### src/design/ltfs_pkg.sv
`timescale 1ns / 1ps
// ----------------------------------------------------------------------------
// ltfs_pkg
// Shared widths, reset values and defaults for the triangular forward solver.
// ----------------------------------------------------------------------------
package ltfs_pkg;

    localparam int COEF_W            = 32;   // Q16.16 operands
    localparam int ACC_W             = 64;   // Q32.32 accumulator
    localparam int CFG_W             = 7;    // system_order register
    localparam int ROW_OUT_W         = 6;    // row_number field
    localparam int DEFAULT_MAX_ORDER = 64;

    localparam logic [CFG_W-1:0] ORDER_RESET = 7'd64;

    localparam int IN_DATA_W  = 64;          // coefficient, rhs_value
    localparam int OUT_DATA_W = 40;          // solution, row_number, pad

    localparam logic [COEF_W-1:0] Q_MAX = 32'h7FFF_FFFF;
    localparam logic [COEF_W-1:0] Q_MIN = 32'h8000_0000;
    localparam logic [ACC_W-1:0]  A_MAX = 64'h7FFF_FFFF_FFFF_FFFF;
    localparam logic [ACC_W-1:0]  A_MIN = 64'h8000_0000_0000_0000;

endpackage

### src/design/ltfs_ram.sv
`timescale 1ns / 1ps
// ----------------------------------------------------------------------------
// ltfs_ram
// Generic single-write, single-read synchronous RAM with registered read data.
// ----------------------------------------------------------------------------
module ltfs_ram
    import ltfs_pkg::*;
#(
    parameter int WIDTH = COEF_W,
    parameter int DEPTH = DEFAULT_MAX_ORDER,
    parameter int ADDR_W = (DEPTH > 1) ? $clog2(DEPTH) : 1
)
(
    input  logic              clk,
    input  logic              wr_en,
    input  logic [ADDR_W-1:0] wr_addr,
    input  logic [WIDTH-1:0]  wr_data,
    input  logic              rd_en,
    input  logic [ADDR_W-1:0] rd_addr,
    output logic [WIDTH-1:0]  rd_data
);

    logic [WIDTH-1:0] mem [DEPTH];

    always_ff @(posedge clk)
    begin
        if (wr_en)
        begin
            mem[wr_addr] <= wr_data;
        end
        if (rd_en)
        begin
            rd_data <= mem[rd_addr];
        end
    end

endmodule

### config.mk
export PLATFORM = sky130hd
export DESIGN_NAME = ltfs_ram
export DESIGN_NICKNAME = d
export VERILOG_FILES = /design/src/design/ltfs_pkg.sv /design/src/design/ltfs_ram.sv
export SDC_FILE = /design/constraint.sdc
export NUM_CORES = 2
export LEC_CHECK = 0
export BUFFER_PORTS_ARGS = -buffer_cell sky130_fd_sc_hd__buf_2
export CAP_MARGIN = 15
export CORE_MARGIN = 2
export CORE_UTILIZATION = 49
export DETAILED_ROUTE_END_ITERATION = 16
export PLACE_DENSITY_LB_ADDON = 0.15
export REMOVE_ABC_BUFFERS = 1
export SLEW_MARGIN = 20
export SYNTH_ARGS = -nofsm -noshare
export SYNTH_HDL_FRONTEND = slang
export SYNTH_SLANG_ARGS = --single-unit
### constraint.sdc
create_clock -name clk -period 8.1 [get_ports clk]
set_input_delay 0 -clock clk [delete_from_list [all_inputs] [get_ports clk]]
set_output_delay 0 -clock clk [all_outputs]
set_load 0.02 [all_outputs]
==> impl_metrics.py <==
metrics = {
    "setup_path": {
        "worstPathMaxFanout": 37,
        "r2r_slack_ps": 5570,
        "critPathKind": "primary input to register",
        "startpoint_type": "primary input",
        "reg2reg_depth": 5,
        "required_ps": 8590,
        "worstReg2RegStart": "mem[48][1]",
        "startpoint": "rd_addr[3]",
        "end_kind": "register",
        "r2r_end": "rd_data[1]",
        "cp.arrival_ps": 3560,
    },
    "sta": {
        "hold_ws_ps": 58.0,
        "clock_skew_ps": 21.0,
        "slew_viol_final": 0,
        "min_period_ps": 3070,
        "setup_viol": 0,
        "hold_violations": 0,
        "rsz0062_at_grt": "false",
        "period_share": 0.379,
        "fin_tns_setup_ps": 0,
        "slew_headroom": 0.220,
        "max_freq_mhz": 326,
        "worst_pin_slew_ps": 1170,
    },
    "clocking": {
        "clk_pin_slew_worst_paths_ps": 60,
        "root_buffer": "clkbuf_16",
        "clock_latency_ps": 800,
        "cts.repair.resized": 0,
        "cts_tree": "yes",
        "clockBufferDepth": 3,
        "htree_num_levels": 4,
        "cts_buffers": 201,
        "cts.sinks": 2080,
    },
    "drt": {
        "drtPass1Iterations": 6,
        "ant_nets": 0,
        "drc": 0,
        "dr_total_vias": 36800,
        "post_drt_wl_per_cell_um": 34.1,
        "via_per_inst": 6.23,
        "drt_first_iter_violations": 4431,
        "wl_mm": 202,
    },
    "grt": {
        "grt_pass1_wl_mm": 281,
        "grt_max_degree": 116,
        "first_global_vias": 37800,
        "grt_usage": 0.248,
        "globalRouteOverflowTotal": 0,
        "antenna_found_initial": 17,
    },
    "final_layout": {
        "layout.nets": 3626,
        "drive_gt1_frac": 0.291,
        "area_growth_pct": 13.4,
        "final_common_cell": "edfxtp_1",
        "layout_common_cells": "2080 x edfxtp_1, 544 x mux4_2, 208 x clkbuf_16, 122 x buf_4, 93 x mux2i_1",
    },
    "die": {
        "start_util": 0.492,
        "io_pins": 79,
        "coreArea_um2": 160000,
        "die_h_um": 405,
        "placement_rows": 147,
        "die_area_um2": 164000,
        "die_x_um": 405,
    },
    "synth": {
        "ys_seq_area_frac": 0.792,
        "ys_types": 33,
        "synth_cells": 3324,
        "synth_area_um2": 78800,
        "synth_area_per_cell_um2": 23.7,
        "yosys_warnings": 0,
        "ys_ff_latch": 2080,
    },
    "job": {
        "max_cap_violations": 0,
    },
    "hold_path": {
        "whs_endpoint": "mem[49][6]",
        "min_from": "wr_addr[1]",
        "hp-class": "primary input to register",
        "hold_depth": 3,
    },
    "run_status": {
        "status": "completed",
    },
    "placement": {
        "portBuffers": 78,
        "post-dp-hpwl_mm": 105,
        "gp_congestion": 0.795,
    },
    "pwr": {
        "power.leakage_nw": 27.7,
        "vdd.ir_drop.worst_uv": 196,
        "p_per_area_nw_per_um2": 249,
    },
}
==> routing by layer <==
metal / global-route usage / routed length (µm)
met5: 0 / 74
met4: 0.0776 / 6360
met3: 0.0512 / 17800
met2: 0.408 / 100000
met1: 0.338 / 77600
==> stage by stage <==
stage                     area (µm²)  std cells  power (mW)  setup WS [ps]   util
after floorplan                77900       3142        12.6           5090      -
after global placement         82500       5501        13.3           4330  0.515
after detailed placement       82500       5501        13.3           4290  0.515
after CTS                      89300       5901        22.4           5120  0.557
after global routing           89400       5908        22.9           4950  0.558
final                          89400       5914        22.3           5030  0.558
==> cell usage after synthesis <==
cell type | number | area share
edfxtp_1 | 2080 | 0.79
mux4_2 | 544 | 0.16
nor2_1 | 137 | 0.0065
mux2i_1 | 93 | 0.012
o22ai_1 | 84 | 0.0067
clkbuf_1 | 74 | 0.0035
a21oi_1 | 62 | 0.0039
buf_2 | 57 | 0.0036
o221ai_1 | 27 | 0.0030
nand2_1 | 26 | 0.0012
buf_4 | 25 | 0.0024
buf_1 | 21 | 0.0010
nor2b_1 | 15 | 0.0012
a22oi_1 | 12 | 0.0011
a311oi_1 | 8 | 0.00089
nand2b_1 | 8 | 0.00063
nor3_1 | 7 | 0.00044
buf_6 | 5 | 0.00071
nand3_1 | 5 | 0.00032
nand3b_1 | 5 | 0.00048
a41o_1 | 4 | 0.00051
and3_1 | 4 | 0.00032
o32ai_1 | 4 | 0.00044
or3_1 | 3 | 0.00024
or3b_2 | 3 | 0.00033
and2_1 | 2 | 0.00016
nand4_1 | 2 | 0.00016
or3b_1 | 2 | 0.00022
a31oi_1 | 1 | 0.000079
nand4b_1 | 1 | 0.00011
or2_0 | 1 | 0.000079
or2_1 | 1 | 0.000079
or2_2 | 1 | 0.000079
==> how the worst max path moves through the flow <==
| stage | endpoint | slack, ps | depth (start not counted) |
|---|---|---|---|
| 3_3_place_gp | rd_data[4] | 4330 | 7 |
| 4_1_cts | rd_data[4] | 5120 | 7 |
| 2_1_floorplan | mem[48][0] | 5090 | 3 |
| 5_1_grt | rd_data[21] | 4950 | 7 |
| 6_report | rd_data[19] | 5030 | 7 |
| 3_5_place_dp | rd_data[4] | 4290 | 7 |
==> layout make-up <==
class / instances / area, µm²
flip-flops and latches: 2080 / 62500
fillers: 11600 / 70800
well taps: 2160 / 2700
repair buffers: 234 / 1780
clock inverters: 125 / 1100
diodes: 8 / 20.0
clock buffers: 245 / 5340
multi-input cells: 1062 / 16000
==> power by group <==
| group | leakage [nW] | switching (mW) | internal [mW] |
|---|---|---|---|
| logic | 5.80 | 0.730 | 0.398 |
| registers | 18.7 | 0.0389 | 11.9 |
| clock network | 3.17 | 3.87 | 5.30 |
| total | 27.7 | 4.64 | 17.6 |
==> worst max-delay path: stages <==
cell           delay, ps
dlygate4sd3_1        530
buf_4                390
buf_4                630
buf_4                550
mux4_2               420
o22ai_1              630
nor2_1               230
==> timing repair <==
action / 4_1_cts / 5_1_grt
hold buffers: 30 / 5
setup buffers: 0 / 0
hold endpoints to repair: 1730 / 320
==> sequential cells by signal, indices dropped and copies added (netlist names) <==
register,flops
rd_data,32
mem,2048
==> logic make-up (layout without fill, tap and decap cells) <==
kind of cell | Yosys count | after routing | synth area share
AOI/OAI and AO/OA | 202 | 202 | 0.0167
buffers and inverters | 182 | 604 | 0.0112
DFF | 2080 | 2080 | 0.792
muxes | 637 | 637 | 0.167
other | 0 | 8 | 0
and+or+nand+nor | 223 | 223 | 0.0126
Power figures use the tool's default switching activity.
